File: config.mk
export PLATFORM = sky130hd
export DESIGN_NAME = one_wire_bus_master_unit
export DESIGN_NICKNAME = d
export VERILOG_FILES = /design/src/design/owbm_pkg.sv /design/src/design/owbm_front.sv /design/src/design/owbm_back.sv /design/src/design/one_wire_bus_master_unit.sv
export SDC_FILE = /design/constraint.sdc
export NUM_CORES = 1
export LEC_CHECK = 0
export BUFFER_PORTS_ARGS = -buffer_cell sky130_fd_sc_hd__clkbuf_2
export CORE_ASPECT_RATIO = 1.1
export CORE_MARGIN = 3
export CORE_UTILIZATION = 25
export DETAILED_ROUTE_END_ITERATION = 8
export PLACE_DENSITY = 0.41
export SLEW_MARGIN = 20
export SYNTH_ARGS = -nofsm -noshare
export SYNTH_HDL_FRONTEND = slang
export SYNTH_SLANG_ARGS = --single-unit
File: constraint.sdc
create_clock -name clock -period 4.6 [get_ports clock]
set_input_delay 0.46 -clock clock [delete_from_list [all_inputs] [get_ports clock]]
set_output_delay 0.46 -clock clock [all_outputs]
set_load 0.02 [all_outputs]
File: src/design/owbm_pkg.sv
// Package: shared types and constants for the one-wire bus master unit.
`default_nettype none

package owbm_pkg;

   localparam int QUEUE_DEPTH = 2;
   localparam int QPTR_W      = $clog2(QUEUE_DEPTH);
   localparam int QCNT_W      = $clog2(QUEUE_DEPTH + 1);

   localparam int CSR_INDEX_W = 3;
   localparam int CSR_DATA_W  = 10;

   localparam logic [CSR_INDEX_W-1:0] CSR_RESET_LOW     = 3'd0;
   localparam logic [CSR_INDEX_W-1:0] CSR_RESET_RELEASE = 3'd1;
   localparam logic [CSR_INDEX_W-1:0] CSR_SLOT_START    = 3'd2;
   localparam logic [CSR_INDEX_W-1:0] CSR_WRITE_HOLD    = 3'd3;
   localparam logic [CSR_INDEX_W-1:0] CSR_RECOVERY      = 3'd4;
   localparam logic [CSR_INDEX_W-1:0] CSR_READ_SAMPLE   = 3'd5;
   localparam logic [CSR_INDEX_W-1:0] CSR_READ_TAIL     = 3'd6;

   localparam logic [9:0] RESET_LOW_INIT     = 10'd500;
   localparam logic [9:0] RESET_RELEASE_INIT = 10'd500;
   localparam logic [3:0] SLOT_START_INIT    = 4'd2;
   localparam logic [6:0] WRITE_HOLD_INIT    = 7'd60;
   localparam logic [3:0] RECOVERY_INIT      = 4'd2;
   localparam logic [5:0] READ_SAMPLE_INIT   = 6'd8;
   localparam logic [7:0] READ_TAIL_INIT     = 8'd120;

   localparam logic [1:0] ACT_TICK = 2'd0;

   typedef enum logic [1:0] {
      OP_IDLE  = 2'd0,
      OP_RESET = 2'd1,
      OP_WRITE = 2'd2,
      OP_READ  = 2'd3
   } op_type;

   typedef enum logic [1:0] {
      PH_START = 2'd0,
      PH_MID   = 2'd1,
      PH_END   = 2'd2
   } phase_type;

   typedef struct packed {
      logic [1:0] action;
      logic [7:0] write_value;
      logic       line_level;
   } req_item_type;

   typedef struct packed {
      logic       drive_low;
      logic       busy_res;
      logic       done_res;
      logic [7:0] read_value;
      logic       rejected;
   } rsp_item_type;

   typedef struct packed {
      logic       is_cmd;
      op_type     op;
      logic [7:0] write_value;
      logic       line_level;
   } cls_item_type;

endpackage

`default_nettype wire

File: src/design/owbm_front.sv
// Front end: classifies incoming items and holds them in a short queue.
`default_nettype none

module owbm_front
   import owbm_pkg::*;
(
   input  wire logic         clock,
   input  wire logic         reset,
   input  wire logic         req_valid,
   output      logic         req_ready,
   input  wire req_item_type req_item,
   input  wire logic         pop,
   output      logic         head_valid,
   output      cls_item_type head
);

   cls_item_type              queue_ff [QUEUE_DEPTH];
   logic [QPTR_W-1:0]         wr_ptr_ff, wr_ptr_in;
   logic [QPTR_W-1:0]         rd_ptr_ff, rd_ptr_in;
   logic [QCNT_W-1:0]         count_ff, count_in;
   cls_item_type              cls;
   logic                      push;
   logic                      do_pop;

   always_comb begin
      cls.is_cmd      = (req_item.action != ACT_TICK);
      cls.op          = op_type'(req_item.action);
      cls.write_value = req_item.write_value;
      cls.line_level  = req_item.line_level;
   end

   assign req_ready  = (count_ff != QCNT_W'(QUEUE_DEPTH));
   assign head_valid = (count_ff != '0);
   assign head       = queue_ff[rd_ptr_ff];
   assign push       = req_valid && req_ready;
   assign do_pop     = pop && head_valid;

   // depth is a power of two, so pointers wrap naturally
   always_comb begin
      wr_ptr_in = push   ? wr_ptr_ff + QPTR_W'(1) : wr_ptr_ff;
      rd_ptr_in = do_pop ? rd_ptr_ff + QPTR_W'(1) : rd_ptr_ff;
      count_in  = count_ff;
      if (push && !do_pop) begin
         count_in = count_ff + QCNT_W'(1);
      end else if (!push && do_pop) begin
         count_in = count_ff - QCNT_W'(1);
      end
   end

   always_ff @(posedge clock) begin
      if (reset) begin
         wr_ptr_ff <= '0;
         rd_ptr_ff <= '0;
         count_ff  <= '0;
      end else begin
         wr_ptr_ff <= wr_ptr_in;
         rd_ptr_ff <= rd_ptr_in;
         count_ff  <= count_in;
      end
   end

   always_ff @(posedge clock) begin
      if (push) begin
         queue_ff[wr_ptr_ff] <= cls;
      end
   end

endmodule

`default_nettype wire

File: src/design/owbm_back.sv
// Back end: slot sequencer, timing registers and result register.
`default_nettype none

module owbm_back
   import owbm_pkg::*;
(
   input  wire logic                   clock,
   input  wire logic                   reset,
   input  wire logic                   head_valid,
   input  wire cls_item_type           head,
   output      logic                   pop,
   output      logic                   rsp_valid,
   input  wire logic                   rsp_ready,
   output      rsp_item_type           rsp_item,
   input  wire logic                   csr_valid,
   output      logic                   csr_ready,
   input  wire logic [CSR_INDEX_W-1:0] csr_index,
   input  wire logic [CSR_DATA_W-1:0]  csr_data
);

   logic [9:0] reset_low_ff, reset_release_ff;
   logic [3:0] slot_start_ff, recovery_ff;
   logic [6:0] write_hold_ff;
   logic [5:0] read_sample_ff;
   logic [7:0] read_tail_ff;

   op_type     op_ff, op_in;
   phase_type  phase_ff, phase_in;
   logic [2:0] bit_ff, bit_in;
   logic [9:0] time_ff, time_in;
   logic [7:0] shift_ff, shift_in;
   logic       pull_ff, pull_in;
   logic [7:0] last_ff, last_in;
   logic       done, rej;
   logic [9:0] time_dec;

   logic         rsp_valid_ff, rsp_valid_in;
   rsp_item_type rsp_item_ff;

   function automatic logic [9:0] dur(input logic [9:0] v);
      return (v == '0) ? 10'd1 : v;
   endfunction

   assign csr_ready = 1'b1;
   assign pop       = head_valid && (!rsp_valid_ff || rsp_ready);
   assign rsp_valid = rsp_valid_ff;
   assign rsp_item  = rsp_item_ff;
   assign time_dec  = (time_ff != '0) ? time_ff - 10'd1 : '0;

   always_ff @(posedge clock) begin
      if (reset) begin
         reset_low_ff     <= RESET_LOW_INIT;
         reset_release_ff <= RESET_RELEASE_INIT;
         slot_start_ff    <= SLOT_START_INIT;
         write_hold_ff    <= WRITE_HOLD_INIT;
         recovery_ff      <= RECOVERY_INIT;
         read_sample_ff   <= READ_SAMPLE_INIT;
         read_tail_ff     <= READ_TAIL_INIT;
      end else if (csr_valid) begin
         unique case (csr_index)
            CSR_RESET_LOW:     reset_low_ff     <= csr_data;
            CSR_RESET_RELEASE: reset_release_ff <= csr_data;
            CSR_SLOT_START:    slot_start_ff    <= csr_data[3:0];
            CSR_WRITE_HOLD:    write_hold_ff    <= csr_data[6:0];
            CSR_RECOVERY:      recovery_ff      <= csr_data[3:0];
            CSR_READ_SAMPLE:   read_sample_ff   <= csr_data[5:0];
            CSR_READ_TAIL:     read_tail_ff     <= csr_data[7:0];
            default: ;
         endcase
      end
   end

   always_comb begin
      op_in    = op_ff;
      phase_in = phase_ff;
      bit_in   = bit_ff;
      time_in  = time_ff;
      shift_in = shift_ff;
      pull_in  = pull_ff;
      last_in  = last_ff;
      done     = 1'b0;
      rej      = 1'b0;
      if (pop) begin
         if (head.is_cmd) begin
            if (op_ff != OP_IDLE) begin
               rej = 1'b1;
            end else begin
               op_in    = head.op;
               phase_in = PH_START;
               bit_in   = '0;
               pull_in  = 1'b1;
               if (head.op == OP_WRITE) begin
                  shift_in = head.write_value;
               end
               time_in = (head.op == OP_RESET) ? dur(reset_low_ff)
                                               : dur({6'd0, slot_start_ff});
            end
         end else if (op_ff != OP_IDLE) begin
            time_in = time_dec;
            if (time_dec == '0) begin
               unique case (op_ff)
                  OP_RESET: begin
                     if (phase_ff == PH_START) begin
                        phase_in = PH_MID;
                        pull_in  = 1'b0;
                        time_in  = dur(reset_release_ff);
                     end else begin
                        done = 1'b1;
                     end
                  end
                  OP_WRITE: begin
                     if (phase_ff == PH_START) begin
                        phase_in = PH_MID;
                        pull_in  = ~shift_ff[0];
                        shift_in = {1'b0, shift_ff[7:1]};
                        time_in  = dur({3'd0, write_hold_ff});
                     end else if (phase_ff == PH_MID) begin
                        phase_in = PH_END;
                        pull_in  = 1'b0;
                        time_in  = dur({6'd0, recovery_ff});
                     end else begin
                        done = (bit_ff == 3'd7);
                     end
                  end
                  OP_READ: begin
                     if (phase_ff == PH_START) begin
                        phase_in = PH_MID;
                        pull_in  = 1'b0;
                        time_in  = dur({4'd0, read_sample_ff});
                     end else if (phase_ff == PH_MID) begin
                        phase_in = PH_END;
                        pull_in  = 1'b0;
                        shift_in = {head.line_level, shift_ff[7:1]};
                        time_in  = dur({2'd0, read_tail_ff});
                     end else begin
                        done = (bit_ff == 3'd7);
                        if (done) begin
                           last_in = shift_ff;
                        end
                     end
                  end
                  default: ;
               endcase
               if (phase_ff == PH_END && op_ff != OP_RESET && !done) begin
                  bit_in   = bit_ff + 3'd1;
                  phase_in = PH_START;
                  pull_in  = 1'b1;
                  time_in  = dur({6'd0, slot_start_ff});
               end
               if (done) begin
                  op_in    = OP_IDLE;
                  phase_in = PH_START;
                  bit_in   = '0;
                  time_in  = '0;
                  pull_in  = 1'b0;
               end
            end
         end
      end
   end

   always_comb begin
      rsp_valid_in = rsp_valid_ff;
      if (pop) begin
         rsp_valid_in = 1'b1;
      end else if (rsp_ready) begin
         rsp_valid_in = 1'b0;
      end
   end

   always_ff @(posedge clock) begin
      if (reset) begin
         op_ff        <= OP_IDLE;
         phase_ff     <= PH_START;
         bit_ff       <= '0;
         time_ff      <= '0;
         shift_ff     <= '0;
         pull_ff      <= 1'b0;
         last_ff      <= '0;
         rsp_valid_ff <= 1'b0;
      end else begin
         op_ff        <= op_in;
         phase_ff     <= phase_in;
         bit_ff       <= bit_in;
         time_ff      <= time_in;
         shift_ff     <= shift_in;
         pull_ff      <= pull_in;
         last_ff      <= last_in;
         rsp_valid_ff <= rsp_valid_in;
      end
   end

   always_ff @(posedge clock) begin
      if (pop) begin
         rsp_item_ff.drive_low  <= pull_in;
         rsp_item_ff.busy_res   <= (op_in != OP_IDLE);
         rsp_item_ff.done_res   <= done;
         rsp_item_ff.read_value <= last_in;
         rsp_item_ff.rejected   <= rej;
      end
   end

endmodule

`default_nettype wire

File: src/design/one_wire_bus_master_unit.sv
// Top level: one-wire bus master unit.
// Path: an accepted item is written into the queue, then popped into the result register;
// a stall on the result side holds it in the queue.
// Throughput: one item per clock cycle while the result side accepts; the sequencer updates once per item.
// Reset: synchronous; queue and result register empty, sequencer idle, line released,
// timing registers at their default values.
`default_nettype none

module one_wire_bus_master_unit
   import owbm_pkg::*;
(
   input  wire logic                   clock,
   input  wire logic                   reset,
   input  wire logic                   req_valid,
   output      logic                   req_ready,
   input  wire req_item_type           req_item,
   output      logic                   rsp_valid,
   input  wire logic                   rsp_ready,
   output      rsp_item_type           rsp_item,
   input  wire logic                   csr_valid,
   output      logic                   csr_ready,
   input  wire logic [CSR_INDEX_W-1:0] csr_index,
   input  wire logic [CSR_DATA_W-1:0]  csr_data
);

   logic         head_valid;
   cls_item_type head;
   logic         pop;

   owbm_front u_front (
      .clock      (clock),
      .reset      (reset),
      .req_valid  (req_valid),
      .req_ready  (req_ready),
      .req_item   (req_item),
      .pop        (pop),
      .head_valid (head_valid),
      .head       (head)
   );

   owbm_back u_back (
      .clock      (clock),
      .reset      (reset),
      .head_valid (head_valid),
      .head       (head),
      .pop        (pop),
      .rsp_valid  (rsp_valid),
      .rsp_ready  (rsp_ready),
      .rsp_item   (rsp_item),
      .csr_valid  (csr_valid),
      .csr_ready  (csr_ready),
      .csr_index  (csr_index),
      .csr_data   (csr_data)
   );

endmodule

`default_nettype wire

==> key figures <==
Yosys
  • Post-synthesis register bit count: 125
  • Post-synth EDFFs: 36
  • Portion of the post-synthesis area used by sequential elements: 0.4561
  • Post-synthesis area per instance: roughly 9.6 um^2
  • Async S/R FF share, synth: 0
  • Top flip-flop cell by instance count after synthesis: sky130_fd_sc_hd__dfxtp_1
  • Distinct cells, synth: 75
  • Syn Nets: between 600 and 700
  • Mapped Cells: ~660
  • Yosys warns: 0
  • Cell area after synthesis: 6276 um^2

Cells and area
  • Combined area of the multi-input logic cells: 3152 um^2
  • Final standard cell area without fillers: 7292 um^2
  • Leading cell type in the layout, fill and taps excluded: sky130_fd_sc_hd__dfxtp_1
  • Net count reported at finish: just over 700
  • Fraction of layout instances using a drive strength above 1: 0.1681
  • Diodes inserted: 0
  • Leading cell types in the layout, fill and taps excluded: sky130_fd_sc_hd__dfxtp_1, sky130_fd_sc_hd__nor2_1, sky130_fd_sc_hd__nand2_1
  • Footprint of the flip-flops and latches: around 2900 um^2
  • Relative area change from synthesis to final layout: 16.19%
  • Layout filler cell count: approximately 2,600

Detailed routing
  • Routed length per instance: around 17 um
  • Detailed-route via count: 5,082
  • Antenna Nets Post-Route: 0
  • DRT Pass-1 Iters: 4
  • Routed via count divided by cell count: 5.052
  • Iteration-0 DRC count of the detailed router: between 200 and 300
  • Total length of routed wires: 17,590 um
  • Number of design rule violations left after detail routing: 0

GRT
  • Via count of the first global-routing pass: 5,038
  • Antenna violations before repair: 0
  • Global-route track usage on met1: 0.1783
  • Met2 track demand over resource: 0.2156
  • Overall Global Routing Usage: 0.1345
  • Routing usage on met3: 0.03204
  • GRT busiest layer: met2
  • Pin count of the biggest net entering global routing: 52
  • Wire length of the first global-routing pass: approximately 28,000 um
  • Global route total overflow: 0

STA
  • Number of failing setup endpoints in the final timing report: 0
  • Normalized max-slew margin: 0.2773
  • Time the worst path needs with I/O delays and setup: 3315 ps
  • Setup repair after global routing missed its margin: no
  • Achievable Freq: 301.7 MHz
  • Final number of hold-violating endpoints: 0
  • Total Neg Setup Slack: 0 ps
  • Slew Limit Fails: 0
  • Slew at the pin closest to its max-slew limit: 1082 ps
  • Final hold slack: 225.7 ps
  • Final worst-path cycle share: 0.7207
  • Worst setup skew after layout: 9.280 ps

Setup path
  • Register-to-register setup slack: about 1300 ps
  • Kind of launch point of the worst setup path: flip-flop
  • Type of the worst setup path: reg2reg
  • Critical path fanouts, max: 30
  • Arrival time at the worst endpoint: 3680 ps
  • Logic depth of the worst register-to-register path: 8
  • Slowest cell on the critical path: sky130_fd_sc_hd__dfxtp_1
  • Data required time of the critical path: 4970 ps
  • Critical Path, Cell by Cell: mux2i_2 > buf_4 > ha_1 > and2_1 > o311ai_0 > a211oi_1 > a21o_1 > o31a_1
  • Largest stage delay, worst path: 800 ps
  • Terminus of the critical flop-to-flop path: u_back.time_ff[0]
  • Critical path capture point type: flip-flop

Floorplanning
  • Die H: ~170 um
  • Core outline area: 24,550 um^2
  • Ports placed on the boundary: 44
  • Die outline area: 27,040 um^2
  • Number of standard-cell rows in the floorplan: 60
  • Initial standard-cell utilization of the core: 0.2557
  • Die width: 157.1 um

Power and ir drop
  • Power density relative to cell area: roughly 640 nW/um^2
  • Maximum vdd ir drop: 280.0 uV
  • Static leakage power: 2.642 nW

Clocking
  • H-Tree Depth: 4
  • Hold Buf Count CTS: 0
  • Worst-case clock buffer depth: 2
  • CTS tree: yes
  • Worst skew pair latency: 420 ps
  • # clock sinks: 125
  • Count of instances resized after the clock tree is built: 0
  • Clock tree root buffer cell: sky130_fd_sc_hd__clkbuf_16
  • Buffers inserted during post-CTS setup optimization: 0
  • Number of buffers inserted during clock tree synthesis: 17
  • Clock transition time at the flip-flop clock pins of the worst setup and hold paths: 60 ps

Place
  • Placed standard-cell area: a little under 7000 um^2
  • Sum of net half-perimeters after detailed placement: between 10,000 and 15,000 um
  • Final weighted congestion in routability-driven placement: between 0.8 and 0.9
  • I/O Buffers: 42

Min path
  • Path type of the worst min-delay path: in2reg
  • Start point of the worst hold path: req_item[7]
  • Worst Hold Depth: 1
  • Capture endpoint of the worst hold path: u_front.queue_ff[0][7]

Status
  • Status: complete, no violations

Job
  • Max Cap Violations: 0
[final cells by class]
type,instances,area share
Inverter,14,0.007207
Clock inverter,15,0.01922
Tap cell,310,0.05319
Clock buffer,17,0.05834
Multi-Input combinational cell,475,0.4322
Timing Repair Buffer,50,0.03706
Sequential cell,125,0.3928
[critical path, delay by kind of cell, from the launching register on]
| family | cells | cell delay (ps) |
|---|---|---|
| multiplexers | 1 | 390 |
| adder cells (fa/ha/maj) | 1 | 200 |
| flip-flops | 1 | 800 |
| AND/OR/NAND/NOR | 1 | 580 |
| AO/OA/AOI/OAI | 4 | 900 |
| buffers and inverters | 1 | 370 |
[worst max-delay path by stage]
stage | from | to | slack [ps]
3_3_place_gp | flip-flop | u_back.time_ff[0] | 1390
2_1_floorplan | flip-flop | u_back.time_ff[0] | 1840
3_5_place_dp | flip-flop | u_back.time_ff[0] | 1300
5_1_grt | flip-flop | u_back.time_ff[0] | 960
6_report | flip-flop | u_back.time_ff[0] | 1280
4_1_cts | flip-flop | u_back.time_ff[0] | 1280
[sequential cells by signal (all words and copies together), names as in the netlist, 6 cells and up, named ones only]
signal / flops
u_back.last_ff: 8
u_back.read_sample_ff: 6
u_back.read_tail_ff: 8
u_back.reset_low_ff: 10
u_back.reset_release_ff: 10
u_back.rsp_item: 12
u_back.shift_ff: 8
u_back.time_ff: 10
u_back.write_hold_ff: 7
u_front.queue_ff: 24
[cells by family after synthesis]
kind of cell             count (synthesis)  share of synthesized area
flip-flops                             125                     0.4561
buffers and inverters                   56                    0.04326
XOR/XNOR                                 8                    0.01116
adder cells (fa/ha/maj)                  6                    0.01196
other                                    1                  0.0005975
multiplexers                            63                     0.1079
AND/OR/NAND/NOR                        253                     0.2071
AO/OA/AOI/OAI                          144                     0.1619
[metrics by stage]
stage | worst slack [ps] | power (mW) | cells | util
5_1_grt | 964.7 | 4.985 | 1006 | 0.2970
4_1_cts | 1284 | 4.706 | 1006 | 0.2970
3_3_place_gp | 1393 | 3.387 | 974 | 0.2740
2_1_floorplan | 1839 | 2.944 | 656 | -
6_report | 1285 | 4.671 | 1006 | 0.2970
3_5_place_dp | 1299 | 3.395 | 974 | 0.2740
[per-layer routing]
layer	wire [um]	vias to the layer above
li1	-	2467
met1	8302	2480
met2	8284	116
met3	698	19
met4	309	0
met5	0	-
[power by group]
group	leakage (nW)	switching [mW]	internal [mW]	total, mW
registers	1.07	0.187	1.33	1.51
logic	1.29	1.19	0.681	1.87
clock network	0.282	0.566	0.720	1.29
total	2.64	1.94	2.73	4.67
[cell usage after synthesis (all sizes together) (2+ instances only)]
cell type  number  area (um^2)
dfxtp          89         1782
edfxtp         36         1081
or4             5        37.54
mux4            2        45.04
o221ai          2        17.52
a211o          19        166.4
o22ai           5        31.28
a21oi          30        161.4
mux2i          47        474.2
nor3           23        115.1
o21a            3        23.77
nand3           8        45.04
o32ai           2        17.52
nor2           77        289.0
nand2          52        195.2
clkbuf         27        111.4
o211ai          6        63.81
a22o            2        17.52
a31oi          16        115.1
nand4b          4        35.03
a22oi           3        22.52
a311oi          2        17.52
nor4            9        71.32
a32o            2        20.02
a221oi          2        17.52
mux2           14        157.7
a21o            2        15.01
nor3b           5        37.54
o311ai          2        17.52
ha              6        75.07
nand2b          8        50.05
inv            14        52.55
xnor2           3        26.28
a41oi           2        17.52
a211oi          7        57.55
nor2b          31        193.9
and2            5        31.28
or3             6        37.54
o21ai          30        153.9
xor2            5        43.79
nand4           4        25.02
buf            15        107.6
nand3b          6        45.04
and3            5        33.78
Power figures use the tool's default switching activity.
